`src/hw/rtl/assert_macros.svh`:
```
// Assertion helpers, included by the summary statistics unit.
`ifndef ASSERT_MACROS_SVH
`define ASSERT_MACROS_SVH
`ifndef SYNTHESIS
// Property that must hold at every rising edge outside reset.
`define ASSERT_PROP(lbl, clk, rst_n, prop) \
	lbl: assert property (@(posedge clk) disable iff (!rst_n) prop) \
	else $error("assertion failed");
// Condition that must never be true outside reset.
`define ASSERT_NEVER(lbl, clk, rst_n, cond) \
	lbl: assert property (@(posedge clk) disable iff (!rst_n) !(cond)) \
	else $error("forbidden condition seen");
`else
`define ASSERT_PROP(lbl, clk, rst_n, prop)
`define ASSERT_NEVER(lbl, clk, rst_n, cond)
`endif
`endif

```
`src/hw/rtl/lss_pkg.sv`:
```
package lss_pkg;

	// Widths fixed by the record and summary formats.
	localparam int VAL_W = 32;
	localparam int CNT_OUT_W = 11;
	localparam int THR_W = 43;
	localparam int MAX_RECORDS_DEF = 1024;
	localparam logic [VAL_W-1:0] DURATION_RESET = 32'd65536;

	// floor(m / 5) is (m * RANK_RECIP) >> RANK_RECIP_SHIFT for every m below 2**16.
	localparam logic [15:0] RANK_RECIP = 16'd52429;
	localparam int RANK_RECIP_SHIFT = 18;

	typedef struct packed {
		logic [VAL_W-1:0] arrive_ts;
		logic [VAL_W-1:0] leave_ts;
		logic [VAL_W-1:0] delay_value;
		logic             last_record;
	} rec_t;

	typedef struct packed {
		logic [CNT_OUT_W-1:0] generated_count;
		logic [CNT_OUT_W-1:0] completed_count;
		logic [CNT_OUT_W-1:0] unfinished_count;
		logic [VAL_W-1:0]     mean_delay_completed;
		logic [VAL_W-1:0]     mean_delay_all;
		logic [VAL_W-1:0]     max_delay_completed;
		logic [VAL_W-1:0]     p95_delay_completed;
		logic [THR_W-1:0]     throughput_rate;
		logic [VAL_W-1:0]     mean_system_time;
		logic                 capacity_overflow;
	} summary_t;

	// Per-cycle command to every cell of the sorting chain.
	typedef struct packed {
		logic ins;
		logic shift;
	} cell_ctl_t;

endpackage

```
`src/hw/rtl/lss_sort_cell.sv`:
```
module lss_sort_cell
	import lss_pkg::*;
(
	input  logic             clk,
	input  cell_ctl_t        ctl,
	input  logic [VAL_W-1:0] x,
	input  logic             occ,
	input  logic             up_keep,
	input  logic [VAL_W-1:0] up_val,
	input  logic [VAL_W-1:0] dn_val,
	output logic [VAL_W-1:0] val,
	output logic             keep
);

	logic [VAL_W-1:0] val_q;

	// The chain is kept in descending order; a cell keeps its value when it
	// already holds something at least as large as the new one.
	assign keep = occ && (val_q >= x);
	assign val = val_q;

	// Insert pushes smaller values one cell down; shift moves values up.
	always_ff @(posedge clk) begin
		if (ctl.ins) begin
			if (!keep) begin
				val_q <= up_keep ? x : up_val;
			end
		end else if (ctl.shift) begin
			val_q <= dn_val;
		end
	end

endmodule

```
`config.mk`:
```
export PLATFORM = sky130hd
export DESIGN_NAME = lss_sort_cell
export DESIGN_NICKNAME = d
export VERILOG_FILES = /design/src/hw/rtl/assert_macros.svh /design/src/hw/rtl/lss_pkg.sv /design/src/hw/rtl/lss_sort_cell.sv
export SDC_FILE = /design/constraint.sdc
export NUM_CORES = 1
export LEC_CHECK = 0
export ABC_AREA = 1
export BUFFER_PORTS_ARGS = -buffer_cell sky130_fd_sc_hd__buf_2
export CAP_MARGIN = 25
export CELL_PAD_IN_SITES_DETAIL_PLACEMENT = 2
export CELL_PAD_IN_SITES_GLOBAL_PLACEMENT = 2
export CORE_UTILIZATION = 24
export CTS_BUF_LIST = sky130_fd_sc_hd__clkbuf_8
export DETAILED_ROUTE_END_ITERATION = 16
export PLACE_DENSITY_LB_ADDON = 0.12
export SLEW_MARGIN = 15
export SYNTH_ARGS = -nofsm -noshare
export SYNTH_HDL_FRONTEND = slang
export SYNTH_SLANG_ARGS = --single-unit
```
`constraint.sdc`:
```
create_clock -name clk -period 2.77 [get_ports clk]
set_input_delay 0 -clock clk [delete_from_list [all_inputs] [get_ports clk]]
set_output_delay 0 -clock clk [all_outputs]
set_load 0.05 [all_outputs]
```
## Word level (Yosys, flattened, before mapping)

Cells that the tools add are included.

| cells by class | value |
|---|---|
| order comparisons | 1 |
| eq/ne operators | 1 |
| mux-type cells | 4 |
| reductions and logical operators | 3 |

Operator list:

| cell | number |
|---|---|
| two-way mux 32 bit | 4 |
| >= comparator 32 bit | 1 |
| inequality test 2 bit, second input constant | 1 |
| AND reduction 2 bit | 1 |
| nonzero test 2 bit | 1 |
| logical AND 1 bit | 1 |

| word-level totals | value |
|---|---|
| register bits | 32 |
| input bits | 101 |
| output and inout bits | 33 |
| word-level logic and storage cells | 10 |

## Longest topological paths before layout

| depth | value |
|---|---|
| depth in word-level cells | 4 |
| depth in mapped cells | 16 |
| depth with buffers taken out | 16 |

## Worst setup path after synthesis

OpenSTA, ideal clock, no wires.

| timing path | value |
|---|---|
| path kind | reg-to-reg |
| start point | register val_q[7] (netlist: val[7]) |
| end point | register val_q[0] (netlist: val[0]) (enable) |
| library setup time | 0.390 ns |
| arrival time | 2.283 ns |
| required time | 2.380 ns |
| setup slack | 0.098 ns |
| cell stages (with the launch flop) | 15 |
| buffers on the path | 0 |
| period minus slack after synthesis | 2.672 ns |
| cell sequence | edfxtp_1 ha_1 nand2_1 inv_2 nand2_1 nand2_1 nor2_1 nand2_1 nand2_1 nand2_1 nand2_1 nand2_1 nand2_1 nand2_1 nand2_1 |

| between the ends | value |
|---|---|
| longest elaborated chain between the ends | 4 |

RTL lines:

| what | RTL line | source |
|---|---|---|
| start: declaration | lss_sort_cell.sv:15 | `logic [VAL_W-1:0] val_q;` |
| start signal: assignment | lss_sort_cell.sv:26 | `val_q <= up_keep ? x : up_val;` |
| start signal: assignment | lss_sort_cell.sv:29 | `val_q <= dn_val;` |
| >= comparator 32 bit | lss_sort_cell.sv:19 | `assign keep = occ && (val_q >= x);` |
| logical AND 1 bit | lss_sort_cell.sv:19 |  |
| inequality test 2 bit (no source line) | -- |  |
| AND reduction 2 bit (no source line) | -- |  |

No other way between the ends.
A chain may end at the register's enable or synchronous reset.

## Worst setup path after layout

| timing path | value |
|---|---|
| start point | register val_q[7] (netlist: val[7]) |
| end point | register val_q[25] (netlist: val[25]) (enable) |

Same word-level chain as after synthesis.

==> metrics.cfg <==
[run_status]
outcome = finished, final reports clean

[power_and_ir_drop]
pwr-share-seq_pct = 39.1
leakagePower_uw = 0.001792
p_int_uw = 972.0
power.share.clock_pct = 21.8
combPwrFrac_pct = 39.1
power_density_nw_per_um2 = 464.4
p_switching_uw = 634.0
peakVddDrop_mv = 0.1769
swShare_pct = 39.48

[placed_design]
gp_congestion = 0.7255
portBuffers = 133
place_area_um2 = 3296
dp.cells = 576
dp_hpwl_mm = 7.314

[timing]
setup_violations = 0
fmax_mhz = 472.8
setup_tns_ps = 0
worst_slew_pin_slew_ps = 677.1
rsz0062_at_grt = no
slew_viol_final = 0
hold_viol = 0
post-route-period-util_pct = 76.36
slew_headroom_pct = 54.80
min_period_ps = 2115
final.setup_skew_ps = 9.472

[clocking]
cts_buffers = 5
clock_path_buffers = 2
cts_resized = 0
cts-root-buf = clkbuf_8
worst_skew_pair.late_latency_ps = 290
path_clk_slew_ps = 70
cts_sinks = 32
cts_tree = done
post_cts_buffers = 0
cts_hold_buf = 8
htree_levels = 2

[layout]
largest_reg_flops = 32
area_delta_synth_final_pct = 39.24
final_core_util_pct = 34.90
fin_nets = 591
drive_above_1_share_pct = 33.33
final_cell_area_um2 = 3458
fillCellCount = 1196
final_cells = 593

[routing]
drt-initial-drc-count = 35
finalWirelength_mm = 9.243
wl_per_cell_um = 15.59
drtAntennaViolNets = 0
num_vias = 2683
first_pass_iters = 4
drcViolationCount = 0
vias_per_cell = 4.524

[worst_setup_path]
crit_required_ps = 2760
r2r_slack_ps = 650
r2r_end = val[25]$_DFFE_PP_
start_kind = flop
critPathMaxFanout = 11
crit_arrival_ps = 2100
timing.rr.start = val[7]$_DFFE_PP_
r2r_cells = 13
critPathKind = reg -> reg
crit_path_end_kind = flop

[yosys]
synth.area.mux_share_pct = 0
ys_ff_latch = 32
syn_area_um2 = 2484
synth_top_family_by_area = simple AND/OR/NAND/NOR gates
avgSynthCellArea_um2 = 7.810
yosys_warnings = 0
synth_simple_gate_area_share_pct = 18.19
synth_xor_area_share_pct = 0
synth_nets = 451
synth.distinct_cells = 21
synthesis.instances = 318
ys_seq_area_share_pct = 38.69
synth_compound_area_share_pct = 17.83
synth_fa_ha_area_share_pct = 16.12

[run]
drv_cap = 0

[floorplan]
core_um2 = 9910
row_count = 36
die_w_um = 103.7
design.die.area_um2 = 10760
fp.dieH_um = 103.7
initial_core_util_pct = 25.06
io_pins = 134

[global_routing]
grt_usage_pct = 17.45
grt_antenna_before_repair = 1
grt_pass1_wl_mm = 14.89
grt_pass1_vias = 2997
overflow = 0
grt_max_degree = 34

[min_path]
worstHoldPathType = in -> reg
worstHoldStart = dn_val[11]
min_path_cells = 3
hold_path_end = val[11]$_DFFE_PP_

critical path, cell delays in order, from the launching register on:
cell	delay, ps
edfxtp_1	390
ha_1	310
a21oi_1	170
nand2_1	70
nor2_1	110
nand2_1	70
nand2_1	60
nand2_1	50
nand2_1	50
nand2_1	40
nand2_1	70
nand2_1	60
nand2_1	140
buf_4	220
worst max-delay path by stage:
| stage | startpoint | end | slack, ps |
|---|---|---|---|
| after floorplan | val[7]$_DFFE_PP_ | val[0]$_DFFE_PP_ | 100 |
| after global placement | val[1]$_DFFE_PP_ | val[3]$_DFFE_PP_ | 720 |
| after detailed placement | val[7]$_DFFE_PP_ | val[1]$_DFFE_PP_ | 620 |
| after CTS | val[7]$_DFFE_PP_ | val[25]$_DFFE_PP_ | 600 |
| after global routing | val[7]$_DFFE_PP_ | val[25]$_DFFE_PP_ | 460 |
| final | val[7]$_DFFE_PP_ | val[25]$_DFFE_PP_ | 650 |
synth_stat cells:
cell,count,area share (%)
buf_2,2,0.40
inv_1,42,6.3
nand4_1,3,0.76
nor2_4,1,0.45
a21oi_2,2,0.71
ha_1,32,16
clkbuf_1,7,1.1
nand2_1,65,9.8
o21ai_0,36,7.3
o21ai_1,32,6.4
nand2_2,4,1.0
nor2_1,36,5.4
clkbuf_8,1,0.55
a21oi_1,14,2.8
nor3_1,1,0.20
nor2_2,2,0.50
edfxtp_1,32,39
clkbuf_4,1,0.30
inv_2,2,0.30
o21a_1,2,0.60
clkbuf_2,1,0.20
per-layer routing:
metal	track usage [%]	vias up	share of wire [%]
met5	0	-	0
met4	5.204	0	1.9
met3	3.713	14	4.8
met2	32.69	74	51
met1	19.67	1258	42
li1	-	1337	-
layout by cell type (no fill, tap or decap), types with 2 or more instances in the layout:
cell type,instances
edfxtp_1,32
nor2_1,36
inv_2,2
dlygate4sd3_1,8
o21a_1,2
o21ai_1,32
clkbuf_8,5
buf_2,133
a21oi_1,14
o21ai_0,36
ha_1,32
buf_4,3
a21oi_2,2
nand2_2,4
nand4_1,3
nor2_2,2
nand2_1,65
inv_1,44
power by group through the flow:
stage          logic (µW)  clock network, µW  registers [µW]
2_1_floorplan         228                  0             815
3_3_place_gp          616                  0             637
3_5_place_dp          633                  0             640
4_1_cts               644                366             629
5_1_grt               693                381             635
6_report              628                350             628
layout make-up:
class | instances | area [µm²] | area share, %
clock buffer | 5 | 68.82 | 1.990
multi-input combinational | 230 | 1295 | 37.45
tap | 133 | 166.4 | 4.812
inverter | 44 | 165.2 | 4.776
sequential | 32 | 960.9 | 27.79
clock inverter | 3 | 11.26 | 0.3256
antenna | 1 | 2.502 | 0.07236
timing repair buffer | 145 | 788.3 | 22.79
cell families (layout without fill, tap and decap cells):
family / Yosys count / count (layout)
other: 0 / 1
and+or+nand+nor: 112 / 112
adders and majority gates: 32 / 32
AOI/OAI and AO/OA: 86 / 86
buffers and inverters: 56 / 197
DFF: 32 / 32
through the flow:
step	power (µW)	hold slack, ps	setup slack [ps]
floorplan	1043	191.2	97.97
global placement	1253	291.9	718.9
detailed placement	1273	298.9	624.5
CTS	1639	1.818	602.2
global route	1710	10.44	465.0
finish	1606	6.528	654.8
(Power assumes the default switching activity.)
