==> config.mk <==
export PLATFORM = sky130hd
export DESIGN_NAME = lss_divider
export DESIGN_NICKNAME = d
export VERILOG_FILES = /design/src/hw/rtl/assert_macros.svh /design/src/hw/rtl/lss_pkg.sv /design/src/hw/rtl/lss_divider.sv
export SDC_FILE = /design/constraint.sdc
export NUM_CORES = 1
export LEC_CHECK = 0
export ABC_AREA = 1
export BUFFER_PORTS_ARGS = -buffer_cell sky130_fd_sc_hd__buf_2
export CAP_MARGIN = 20
export CORE_UTILIZATION = 40
export CTS_CLUSTER_SIZE = 10
export DETAILED_ROUTE_END_ITERATION = 12
export PLACE_DENSITY_LB_ADDON = 0.2
export RECOVER_POWER = 25
export SYNTH_ARGS = -nofsm -noshare
export SYNTH_HDL_FRONTEND = slang
export SYNTH_SLANG_ARGS = --single-unit
==> constraint.sdc <==
create_clock -name clk -period 4.7 [get_ports clk]
set_input_delay 0.235 -clock clk [delete_from_list [all_inputs] [get_ports clk]]
set_output_delay 0.235 -clock clk [all_outputs]
set_load 0.005 [all_outputs]
==> src/hw/rtl/assert_macros.svh <==
// Assertion helpers, included by the summary statistics unit.
`ifndef ASSERT_MACROS_SVH
`define ASSERT_MACROS_SVH
`ifndef SYNTHESIS
// Property that must hold at every rising edge outside reset.
`define ASSERT_PROP(lbl, clk, rst_n, prop) \
	lbl: assert property (@(posedge clk) disable iff (!rst_n) prop) \
	else $error("assertion failed");
// Condition that must never be true outside reset.
`define ASSERT_NEVER(lbl, clk, rst_n, cond) \
	lbl: assert property (@(posedge clk) disable iff (!rst_n) !(cond)) \
	else $error("forbidden condition seen");
`else
`define ASSERT_PROP(lbl, clk, rst_n, prop)
`define ASSERT_NEVER(lbl, clk, rst_n, cond)
`endif
`endif

==> src/hw/rtl/lss_pkg.sv <==
package lss_pkg;

	// Widths fixed by the record and summary formats.
	localparam int VAL_W = 32;
	localparam int CNT_OUT_W = 11;
	localparam int THR_W = 43;
	localparam int MAX_RECORDS_DEF = 1024;
	localparam logic [VAL_W-1:0] DURATION_RESET = 32'd65536;

	// floor(m / 5) is (m * RANK_RECIP) >> RANK_RECIP_SHIFT for every m below 2**16.
	localparam logic [15:0] RANK_RECIP = 16'd52429;
	localparam int RANK_RECIP_SHIFT = 18;

	typedef struct packed {
		logic [VAL_W-1:0] arrive_ts;
		logic [VAL_W-1:0] leave_ts;
		logic [VAL_W-1:0] delay_value;
		logic             last_record;
	} rec_t;

	typedef struct packed {
		logic [CNT_OUT_W-1:0] generated_count;
		logic [CNT_OUT_W-1:0] completed_count;
		logic [CNT_OUT_W-1:0] unfinished_count;
		logic [VAL_W-1:0]     mean_delay_completed;
		logic [VAL_W-1:0]     mean_delay_all;
		logic [VAL_W-1:0]     max_delay_completed;
		logic [VAL_W-1:0]     p95_delay_completed;
		logic [THR_W-1:0]     throughput_rate;
		logic [VAL_W-1:0]     mean_system_time;
		logic                 capacity_overflow;
	} summary_t;

	// Per-cycle command to every cell of the sorting chain.
	typedef struct packed {
		logic ins;
		logic shift;
	} cell_ctl_t;

endpackage

==> src/hw/rtl/lss_divider.sv <==
module lss_divider
	import lss_pkg::*;
#(
	parameter int DW = THR_W
) (
	input  logic             clk,
	input  logic             arst_n,
	input  logic             start,
	input  logic [DW-1:0]    dividend,
	input  logic [VAL_W-1:0] divisor,
	output logic             busy,
	output logic             done,
	output logic [DW-1:0]    quotient
);

	localparam int CNT_W = $clog2(DW + 1);

	logic [DW-1:0]    dvd_q;
	logic [VAL_W-1:0] dsr_q;
	logic [VAL_W-1:0] rem_q;
	logic [CNT_W-1:0] cnt_q;
	logic             busy_q;
	logic             done_q;
	logic [VAL_W:0]   trial;
	logic             fits;

	// One restoring step: bring down the next dividend bit and try to subtract.
	assign trial = {rem_q, dvd_q[DW-1]};
	assign fits = trial >= {1'b0, dsr_q};

	always_ff @(posedge clk or negedge arst_n) begin
		if (!arst_n) begin
			busy_q <= 1'b0;
			done_q <= 1'b0;
			cnt_q <= '0;
		end else begin
			done_q <= 1'b0;
			if (start && !busy_q) begin
				busy_q <= 1'b1;
				cnt_q <= CNT_W'(DW);
			end else if (busy_q) begin
				cnt_q <= cnt_q - 1'b1;
				if (cnt_q == CNT_W'(1)) begin
					busy_q <= 1'b0;
					done_q <= 1'b1;
				end
			end
		end
	end

	// Quotient bits enter at the bottom of the dividend register.
	always_ff @(posedge clk) begin
		if (start && !busy_q) begin
			dvd_q <= dividend;
			dsr_q <= divisor;
			rem_q <= '0;
		end else if (busy_q) begin
			dvd_q <= {dvd_q[DW-2:0], fits};
			rem_q <= fits ? VAL_W'(trial - {1'b0, dsr_q}) : VAL_W'(trial);
		end
	end

	assign busy = busy_q;
	assign done = done_q;
	assign quotient = dvd_q;

endmodule

# Word level (Yosys, flattened, before mapping)
# Cells that the tools add are included.
[op_classes]
muxes = 11
n_eq_ne = 1
addsub = 2
order_cmp = 1
n_reduce_logical = 3
[ops]
columns = ["op", "count"]
rows = [
  ["43-bit 2-to-1 mux", 2],
  ["33-bit by 32-bit greater-or-equal comparator with 1-bit output", 1],
  ["32-bit 2-to-1 mux", 1],
  ["32-bit subtractor", 1],
  ["6-bit 2-to-1 mux", 2],
  ["6-bit by 1-bit == test with 1-bit output (second input constant)", 1],
  ["1-bit 2-to-1 mux", 6],
  ["6-bit by 1-bit subtractor with 6-bit output (second input constant)", 1],
  ["2-bit nonzero test", 1],
  ["1-bit logical AND", 1],
  ["1-bit zero test", 1],
]
[word_totals]
output_inout_bits = 45
elab_cells = 24
in_bits = 78
ff_bits = 115

# Longest topological paths before layout
# Gate-level depths: netlist of run 1.
[depth]
word_depth = 4
depth_mapped = 16
mapped_depth_nobuf = 16

# Worst setup path before layout of run 1
# OpenSTA, ideal clock, no wires.
[synth_path]
kind = "flip-flop to flip-flop"
start = "register busy_q, in the netlist busy"
end = "register dvd_q[0], in the netlist quotient[0], enable pin"
period_less_slack_ns = 2.637
n_path_buf = 2
required_ns = 4.276
slack_ns = 2.063
arrival_ns = 2.213
path_stages_with_launch = 5
setup_ns = 0.424
path_cell_list = "dfrtp_1 buf_2 nor2_2 inv_1 clkbuf_1"
[synth_between]
elab_chain_len = 3
[synth_lines]
columns = ["item", "line", "text"]
rows = [
  ["from (decl)", "lss_divider.sv:22", "logic busy_q;"],
  ["from (signal assigned)", "lss_divider.sv:33", "busy_q <= 1'b0;"],
  ["from (signal assigned)", "lss_divider.sv:39", "busy_q <= 1'b1;"],
  ["from (signal assigned)", "lss_divider.sv:44", "busy_q <= 1'b0;"],
  ["1-bit zero test", "lss_divider.sv:53", "if (start && !busy_q) begin"],
  ["1-bit logical AND", "lss_divider.sv:53", ""],
  ["2-bit nonzero test (no line) (*)", "--", ""],
  ["to (signal assigned)", "lss_divider.sv:54", "dvd_q <= dividend;"],
  ["to (signal assigned)", "lss_divider.sv:58", "dvd_q <= {dvd_q[DW-2:0], fits};"],
  ["to (decl)", "lss_divider.sv:18", "logic [DW-1:0] dvd_q;"],
]
# Mark *: on every way between the ends. The rest lies on a longest branch, timed or not.
# A chain may end at the register's enable or synchronous reset.

# Worst setup path after layout of run 1
[layout_path]
start = "register dsr_q[30]"
end = "register rem_q[9]"
[layout_between]
elab_chain_len = 2
[layout_lines]
columns = ["item", "line", "text"]
rows = [
  ["from (decl)", "lss_divider.sv:19", "logic [VAL_W-1:0] dsr_q;"],
  ["from (signal assigned)", "lss_divider.sv:55", "dsr_q <= divisor;"],
  ["33-bit by 32-bit greater-or-equal comparator with 1-bit output", "lss_divider.sv:29", "assign fits = trial >= {1'b0, dsr_q};"],
  ["32-bit 2-to-1 mux", "lss_divider.sv:59", "rem_q <= fits ? VAL_W'(trial - {1'b0, dsr_q}) : VAL_W'(trial);"],
  ["to (signal assigned)", "lss_divider.sv:59", ""],
  ["to (decl)", "lss_divider.sv:20", "logic [VAL_W-1:0] rem_q;"],
]
# Every way passes these cells.

==> results of run 1 <==
metrics by stage:
step                      instance area (µm²)  cells  worst slack, ns  util [%]  total power (µW)
after global placement                   8000   1330             1.78      45.9              4580
after CTS                                8860   1394             1.70      50.9              5870
final                                    8850   1394             1.70      50.8              5820
after floorplan                          7200   1003             2.06         -              3850
after global routing                     8850   1394             1.48      50.8              6380
after detailed placement                 8000   1330             1.73      45.9              4600
kinds of logic after synthesis:
kind of cell             count (synthesis)
XOR/XNOR                                14
AO/OA/AOI/OAI                           52
AND/OR/NAND/NOR                        592
buffers and inverters                  195
adder cells (fa/ha/maj)                 35
flip-flops                             115
cells in the mapped netlist, drive strengths merged, types with 10 or more instances:
master	instances	share of area (%)
inv	172	9.0
a21oi	22	1.5
dfxtp	32	8.9
o21ai	23	1.6
clkbuf	10	0.52
edfxtp	75	31
nand3	83	5.9
nand3b	21	2.2
nand2	423	22
nor2	48	2.8
buf	13	1.2
xnor2	13	1.6
ha	34	5.9
metal layers:
metal  track usage [%]  up-vias
met5                 0        -
met4              6.42        2
met3              5.74       17
met2              33.9      153
met1              28.8     2915
li1                  -     3437
worst min path at each step:
stage                     cells past startpoint      endpoint
after floorplan                               0          busy
after global placement                        1          done
after detailed placement                      1          done
after CTS                                     1     dsr_q[30]
after global routing                          3  quotient[19]
final                                         1     dsr_q[30]
area by class of cell:
type / instances / area (µm²)
clock buffer: 20 / 437
clock inverter: 12 / 110
fill: 1783 / 8570
inverter: 172 / 646
multi-input combinational: 693 / 3340
sequential: 115 / 3090
tap: 225 / 282
timing repair buffer: 157 / 938
sequential cells by signal (all words and copies together) (netlist names):
name      flops
dsr_q        32
busy          1
rem_q        32
done          1
quotient     43
cnt_q         6
where the power goes:
part           internal (µW)  switching, µW  total, µW
Clock                    725            484       1210
Combinational           1070           1760       2830
Sequential              1560            221       1780
critical path, stage by stage (launching register included):
cell	delay (ns)
edfxtp_1	0.32
inv_1	0.04
ha_1	0.32
a21oi_1	0.21
nor2_1	0.06
nor3_1	0.28
nand3_2	0.14
nor2_4	0.72
nand2_4	0.45
nand2_1	0.18
nand3_1	0.09
o21ai_1	0.10
==> reports/results.txt, run 1 <==
Lkg Pwr: 0.00466 µW
number of gates resized after CTS: 0
TritonCTS clock tree: yes
CP arrival: 3.36 ns
total setup buffers inserted after CTS: 0
Worst R2R Setup Slack: 1.70 ns
Worst Setup SP: dsr_q[30]
VDD IR max: 0.321 mV
crit path capture: rem_q[9]
layout cells sized above 1: 13.4%
flops & latches, synth: 115
DIE AREA: 18500 µm²
area added between synthesis and finish: 22.9%
commonest register cell after synthesis: edfxtp_1
CP endpoint kind: register
Row Count: 48
DRT met1 WL: 8800 µm
Seq/Total Area, Yosys: 42.9%
GRT Total Usage: 21.5%
Cells after Synth: 1003
XOR/XNOR Fraction of Synth Area: 1.70%
cts hold-fix bufs: 32
Worst Setup Start Kind: register
RD Place Congestion: 0.906
total CTS buffers: 17
WL final: 18400 µm
minimum clock period after layout: 3.00 ns
vias in the first global route: 6177
Die Width: 136 µm
CTS H-tree lvls: 4
Worst-Skew Late Latency: 0.42 ns
Max Slew Vio Count: 0
top sig layer: met5
CP Data Required Time: 5.05 ns
first-pass GRT wire length: 30700 µm
Tcrit/Tclk final: 63.9%
Mapped Avg Cell Area: 7.18 µm²
RR Startpoint: dsr_q[30]
Post-DP HPWL: 13300 µm
R2R depth: 11
total power density per cell area: 658 nW/µm²
GR Overflow Total: 0
Hold Path Class: in2reg
Top Ports: 123
Max-Cap Viols: 0
status: finished, final reports clean
initial antenna violation count: 1
f_max: 0.333 GHz
via count: 6524
1st-iter DRT viols: 428
Final Setup Violations: 0
Max FO, Critical Path: 34
drt drc: 0
Worst slew margin: 37.5%
Mapped Nets: 1116
Starting Density: 41.4%
area of the core: 17400 µm²
commonest non-fill, non-tap cell in the layout: nand2_1
Root Buffer: clkbuf_16
critical path class: reg2reg
Synthesis Warnings: 0
number of detailed-route iterations in the first pass: 5
Final ANT Viol Nets: 0
Worst-Margin Slew: 0.937 ns
most frequent cells in the layout: 418 x nand2_1, 170 x inv_1, 110 x buf_2
number of buffers added on ports: 122
total clock sinks: 115
DR WL/cell: 13.2 µm
EDFF count, synth: 75
vias per cell: 4.68
RSZ-0062 raised after global routing: false
setup TNS: 0 ns
met3 WL: 1060 µm
diode count: 0
Synth Area in Compound Gates: 3.84%
hold slack: 0.0725 ns
Detail Route met2 WL: 8350 µm
Clock Path Buffers: 2
nets: 1269
Unique masters post-synth: 34
synthesized area: 7200 µm²
mux cell area share after synthesis: 0%
largest net degree at the start of global routing: 77
die height: 136 µm
Final Hold Viols: 0
R2R Path End: rem_q[9]
clk_skew: 0.00735 ns
CTS clock-pin slew for the worst setup and hold paths: 0.05 ns
Async SR Flop Fraction: 6.96%
largest family of logic cells by synthesized area: simple AND/OR/NAND/NOR gates
Worst Hold Launch: divisor[30]
Simple-Gate Fraction of Synth Area: 34.6%
adder-cell share of the synthesized area: 6.18%
No activity file was read; power rests on OpenSTA's default activity.
==> run 2, diff against run 1 <==
==> constraint.sdc (replaced) <==
create_clock -name clk -period 3.1 [get_ports clk]
set_input_delay 0.155 -clock clk [delete_from_list [all_inputs] [get_ports clk]]
set_output_delay 0.155 -clock clk [all_outputs]
set_load 0.005 [all_outputs]
==> reports/results.txt, run 2 (synthesis gave the netlist of run 1 again) <==
Worst slew margin: 40.0% (+2.5 points)
placed cell area: 8040 µm² (+0.53%)
total power: 9010 µW (+55%)
worst-path cell chain: inv_1 > ha_1 > nand2_1 > nor2_1 > nand3_1 > nand3_2 > nand2_2 > nand2_2 > nand2_4 > nand2_4 > nand2_1 > nand3_1 > o21ai_1
RD Place Congestion: 0.909 (+0.36%)
die height: 136 µm (unchanged)
RSZ-0062 raised after global routing: false
Lkg Pwr: 0.00485 µW (+4.0%)
Starting Density: 41.4% (unchanged)
Max-Cap Viols: 0 (unchanged)
vias in the first global route: 6665 (+7.9%)
1st-iter DRT viols: 400 (-6.5%)
Post-DP HPWL: 13400 µm (+1.1%)
nets: 1309 (+3.2%)
VDD IR max: 0.458 mV (+43%)
Critical Path Max Stage Delay: 0.39 ns (-0.33 ns)
CP endpoint kind: register
max reg flops: 43 (unchanged)
Worst-Margin Slew: 0.901 ns (-0.0364 ns)
number of detailed-route iterations in the first pass: 5 (unchanged)
area added between synthesis and finish: 28.6%
total clock sinks: 115 (unchanged)
drt drc: 0 (unchanged)
Clock Path Buffers: 2 (unchanged)
Die Width: 136 µm (unchanged)
area of the core: 17400 µm² (unchanged)
most frequent cells in the layout: 418 x nand2_1, 170 x inv_1, 109 x buf_2
critical path's top delay family: simple AND/OR/NAND/NOR gates
Row Count: 48 (unchanged)
cts hold-fix bufs: 68 (+110%)
total setup buffers inserted after CTS: 0 (unchanged)
CTS clock-pin slew for the worst setup and hold paths: 0.06 ns (about the same)
Final ANT Viol Nets: 0 (unchanged)
critical path class: reg2reg
layout cells sized above 1: 13.6% (+0.13 points)
number of buffers added on ports: 122 (unchanged)
Final Setup Violations: 0 (unchanged)
CP Data Required Time: 3.41 ns (-1.64 ns)
Final Cell Area: 9260 µm² (+4.7%)
initial antenna violation count: 0 (-1)
WP buf/inv: 1 (unchanged)
clk_skew: 0.00931 ns (+0.00197 ns)
total CTS buffers: 17 (unchanged)
Slowest-stage cell, CP: nand2_4
DIE AREA: 18500 µm² (unchanged)
Root Buffer: clkbuf_16
# fillers: 1702 (-4.5%)
Max Slew Vio Count: 0 (unchanged)
Hold Path Class: in2reg
Register Area: 3090 µm² (unchanged)
WL final: 19400 µm (+5.3%)
Worst Setup Start Kind: register
commonest non-fill, non-tap cell in the layout: nand2_1
status: finished, final reports clean
Max FO, Critical Path: 32 (-5.9%)
Tcrit/Tclk final: 80.3% (+16 points)
f_max: 0.402 GHz (+21%)
area of the multi-input gates: 3340 µm² (unchanged)
setup TNS: 0 ns (unchanged)
total power density per cell area: 972 nW/µm² (+48%)
first-pass GRT wire length: 32500 µm (+5.9%)
GR Overflow Total: 0 (unchanged)
Top Ports: 123 (unchanged)
placed cells: 1334 (+0.30%)
TritonCTS clock tree: yes
minimum clock period after layout: 2.49 ns (-0.514 ns)
largest net degree at the start of global routing: 77 (unchanged)
Final Hold Viols: 0 (unchanged)
GRT Total Usage: 22.6% (+1.0 points)
diode count: 0 (unchanged)
DR WL/cell: 13.5 µm (+2.4%)
vias per cell: 4.72 (+0.94%)
Finished Layout Cells: 1434 (+2.9%)
via count: 6774 (+3.8%)
number of gates resized after CTS: 0 (unchanged)
CTS H-tree lvls: 4 (unchanged)
CP arrival: 2.80 ns (-0.56 ns)
Worst-Skew Late Latency: 0.42 ns (about the same)
-- run 2: routing by layer --
metal | GRT usage (%) | routed length (µm) | up-vias
met4 | 5.49 | 195 | 0
li1 | - | - | 3522
met3 | 5.18 | 955 | 16
met5 | 0 | 0 | -
met1 | 30.0 | 9260 | 3065
met2 | 37.0 | 8980 | 171
-- run 2: cell type report --
| class | count | share of cell area, % |
|---|---|---|
| clock buffers | 18 | 4.63 |
| clock inverters | 14 | 1.39 |
| inverters | 172 | 6.97 |
| multi-input cells | 693 | 36.1 |
| flip-flops and latches | 115 | 33.4 |
| well taps | 225 | 3.04 |
| repair buffers | 197 | 14.5 |
-- run 2: tightest hold or removal path: stages --
cell,delay (ns)
buf_2,0.07
nand2_1,0.04
nand2_1,0.06
-- run 2: power by group --
group / switching, µW / internal, µW / total [µW]
clock network: 785 / 1110 / 1890
registers: 362 / 2370 / 2730
logic: 2700 / 1680 / 4380
-- run 2: per-stage QoR --
| step | hold slack [ns] | setup WS [ns] | util [%] |
|---|---|---|---|
| final | 0.0167 | 0.611 | 53.2 |
| after global routing | 0.0105 | 0.356 | 53.2 |
| after CTS | 0.00276 | 0.616 | 53.3 |
| after detailed placement | 0.00541 | 0.636 | 46.2 |
| after global placement | 0.00951 | 0.639 | 46.2 |
| after floorplan | -0.141 | 0.463 | - |
-- run 2: worst paths after layout --
| check | from | end | slack [ns] | cells past startpoint |
|---|---|---|---|---|
| min | dividend[3] | quotient[3] | 0.02 | 3 |
| max | dsr_q[8] | rem_q[15] | 0.61 | 13 |
| min reg2reg | rem_q[21] | rem_q[21] | 0.47 | 2 |
| min in group asynchronous | arst_n | cnt_q[2] | 0.19 | 2 |
| max in group asynchronous | arst_n | cnt_q[0] | 2.61 | 2 |
| max reg2reg | dsr_q[8] | rem_q[15] | 0.61 | 13 |
==> run 3, diff against run 2 <==
==> constraint.sdc (replaced) <==
create_clock -name clk -period 2.04 [get_ports clk]
set_input_delay 0.102 -clock clk [delete_from_list [all_inputs] [get_ports clk]]
set_output_delay 0.102 -clock clk [all_outputs]
set_load 0.005 [all_outputs]
==> reports/results.txt, run 3 (synthesis gave the netlist of run 1 again) <==
status: finished, violations left
violations in the final reports: negative setup slack
Worst slew margin: 55.9% (+16 points)
number of detailed-route iterations in the first pass: 6 (+1)
die height: 136 µm (unchanged)
RR Startpoint: dsr_q[30]
CP endpoint kind: register
area added between synthesis and finish: 55.2%
Hold Path Class: in2reg
CTS H-tree lvls: 4 (unchanged)
layout cells sized above 1: 31.7% (+18 points)
Root Buffer: clkbuf_16
total clock sinks: 115 (unchanged)
Max FO, Critical Path: 7 (-78%)
Final ANT Viol Nets: 0 (unchanged)
Worst-Margin Slew: 0.661 ns (-0.239 ns)
Die Width: 136 µm (unchanged)
TritonCTS clock tree: yes
f_max: 0.471 GHz (+17%)
first-pass GRT wire length: 35200 µm (+8.5%)
clk_skew: 0.0138 ns (+0.00454 ns)
placed cell area: 8860 µm² (+10%)
Critical Path Max Stage Delay: 0.38 ns (about the same)
Worst Hold Launch: dividend[0]
Tcrit/Tclk final: 104% (+24 points)
largest net degree at the start of global routing: 59 (-23%)
total power density per cell area: 1560 nW/µm² (+60%)
commonest non-fill, non-tap cell in the layout: nand2_1
total CTS buffers: 17 (unchanged)
RD Place Congestion: 0.973 (+7.0%)
Final Setup Violations: 32 (+32)
area of the core: 17400 µm² (unchanged)
diode count: 0 (unchanged)
Max Slew Vio Count: 0 (unchanged)
VDD IR max: 0.909 mV (+99%)
initial antenna violation count: 0 (unchanged)
RSZ-0062 raised after global routing: true
Max-Cap Viols: 0 (unchanged)
1st-iter DRT viols: 401 (+0.25%)
GR Overflow Total: 0 (unchanged)
DIE AREA: 18500 µm² (unchanged)
Worst-Skew Late Latency: 0.43 ns (about the same)
GRT Total Usage: 24.8% (+2.2 points)
CP arrival: 2.47 ns (-0.33 ns)
drt drc: 0 (unchanged)
Clock Path Buffers: 2 (unchanged)
DR WL/cell: 14.6 µm (+7.6%)
WL final: 22600 µm (+17%)
minimum clock period after layout: 2.12 ns (-0.368 ns)
total power: 17400 µW (+93%)
most frequent cells in the layout: 368 x nand2_1, 157 x inv_1, 113 x buf_2
nets: 1428 (+9.1%)
CTS clock-pin slew for the worst setup and hold paths: 0.06 ns (about the same)
Row Count: 48 (unchanged)
via count: 7335 (+8.3%)
Post-DP HPWL: 15200 µm (+13%)
number of buffers added on ports: 122 (unchanged)
setup TNS: -1.21 ns (-1.21 ns)
Lkg Pwr: 0.00561 µW (+16%)
critical path class: reg2reg
final worst slack: -0.0817 ns (-0.692 ns)
Final Hold Viols: 0 (unchanged)
Starting Density: 41.4% (unchanged)
grt met2 use: 41.4% (+4.4 points)
CP Data Required Time: 2.38 ns (-1.03 ns)
Worst Setup Start Kind: register
Top Usage Layer GRT: met2
Final Cell Area: 11200 µm² (+21%)
vias per cell: 4.72 (about the same)
worst-path cell chain: inv_2 > ha_4 > a21oi_4 > nor2_4 > nor3_4 > nand3_2 > nor2_4 > buf_6 > nand2_8 > buf_12 > nand2_4 > nand3_2 > o21ai_2
Worst Setup SP: dsr_q[30]
Slowest-stage cell, CP: edfxtp_1
GR Util met3: 5.48% (+0.30 points)
Top Ports: 123 (unchanged)
GRT met1 Usage: 32.0% (+2.1 points)
vias in the first global route: 7183 (+7.8%)
max reg flops: 43 (unchanged)
run 3: cell types whose count changed in the layout (fill, tap and decap cells not counted), sizes merged:
cell / delta
clkbuf: -3
bufinv: +2
inv: +4
clkinv: -5
buf: +115
dlygate4sd3: +7
clkinvlp: -1
run 3: what timing repair did:
action	4_1_cts	5_1_grt
endpoints found under the setup margin	33	33
buffers inserted	4	2
resized for setup	60	119
pin swaps	11	35
hold buffers	75	0
cloned	2	2
hold endpoints to repair	82	0
run 3: routing by layer:
layer  vias to the layer above  routed length [µm]
met5                         -                   0
li1                       3762                   -
met2                       228               10900
met3                        30                1310
met4                         0                 340
met1                      3315               10000
run 3: path summary, 6_finish.rpt:
kind / to / slack, ns / depth (start not counted)
max: rem_q[14] / -0.08 / 13
min: quotient[0] / 0.06 / 3
max reg2reg: rem_q[14] / -0.08 / 13
min reg2reg: cnt_q[3] / 0.50 / 1
max in group asynchronous: cnt_q[2] / 1.60 / 2
min in group asynchronous: cnt_q[1] / 0.12 / 2
run 3: power breakdown:
part / switching [µW] / internal (µW) / total, µW
clock: 1220 / 1960 / 3190
sequential: 633 / 3590 / 4230
combinational: 5290 / 4710 / 10000
total: 7140 / 10300 / 17400
run 3: final cells by class:
class / count / area [µm²]
Fill cell: 1479 / 6240
Multi-Input combinational cell: 693 / 4130
Sequential cell: 115 / 3090
Timing Repair Buffer: 316 / 2410
Inverter: 172 / 646
Clock buffer: 18 / 429
Tap cell: 225 / 282
Clock inverter: 14 / 189
run 3: worst max-delay path, delay by kind of cell, from the launching register on:
kind,cells,cell delay (ns)
adders and majority gates,1,0.21
buffers and inverters,3,0.39
AOI/OAI and AO/OA,2,0.32
DFF,1,0.38
and+or+nand+nor,7,0.72
run 3: per-stage QoR:
| stage | setup WS (ns) | hold slack [ns] | util [%] | std cells |
|---|---|---|---|---|
| 2_1_floorplan | 0.0892 | -0.194 | - | 1003 |
| 3_3_place_gp | -0.382 | -0.0454 | 50.9 | 1438 |
| 3_5_place_dp | -0.435 | -0.0464 | 50.9 | 1438 |
| 4_1_cts | -0.0883 | 0.0313 | 60.7 | 1551 |
| 5_1_grt | -0.152 | 0.0698 | 64.2 | 1553 |
| 6_report | -0.0817 | 0.0591 | 64.2 | 1553 |
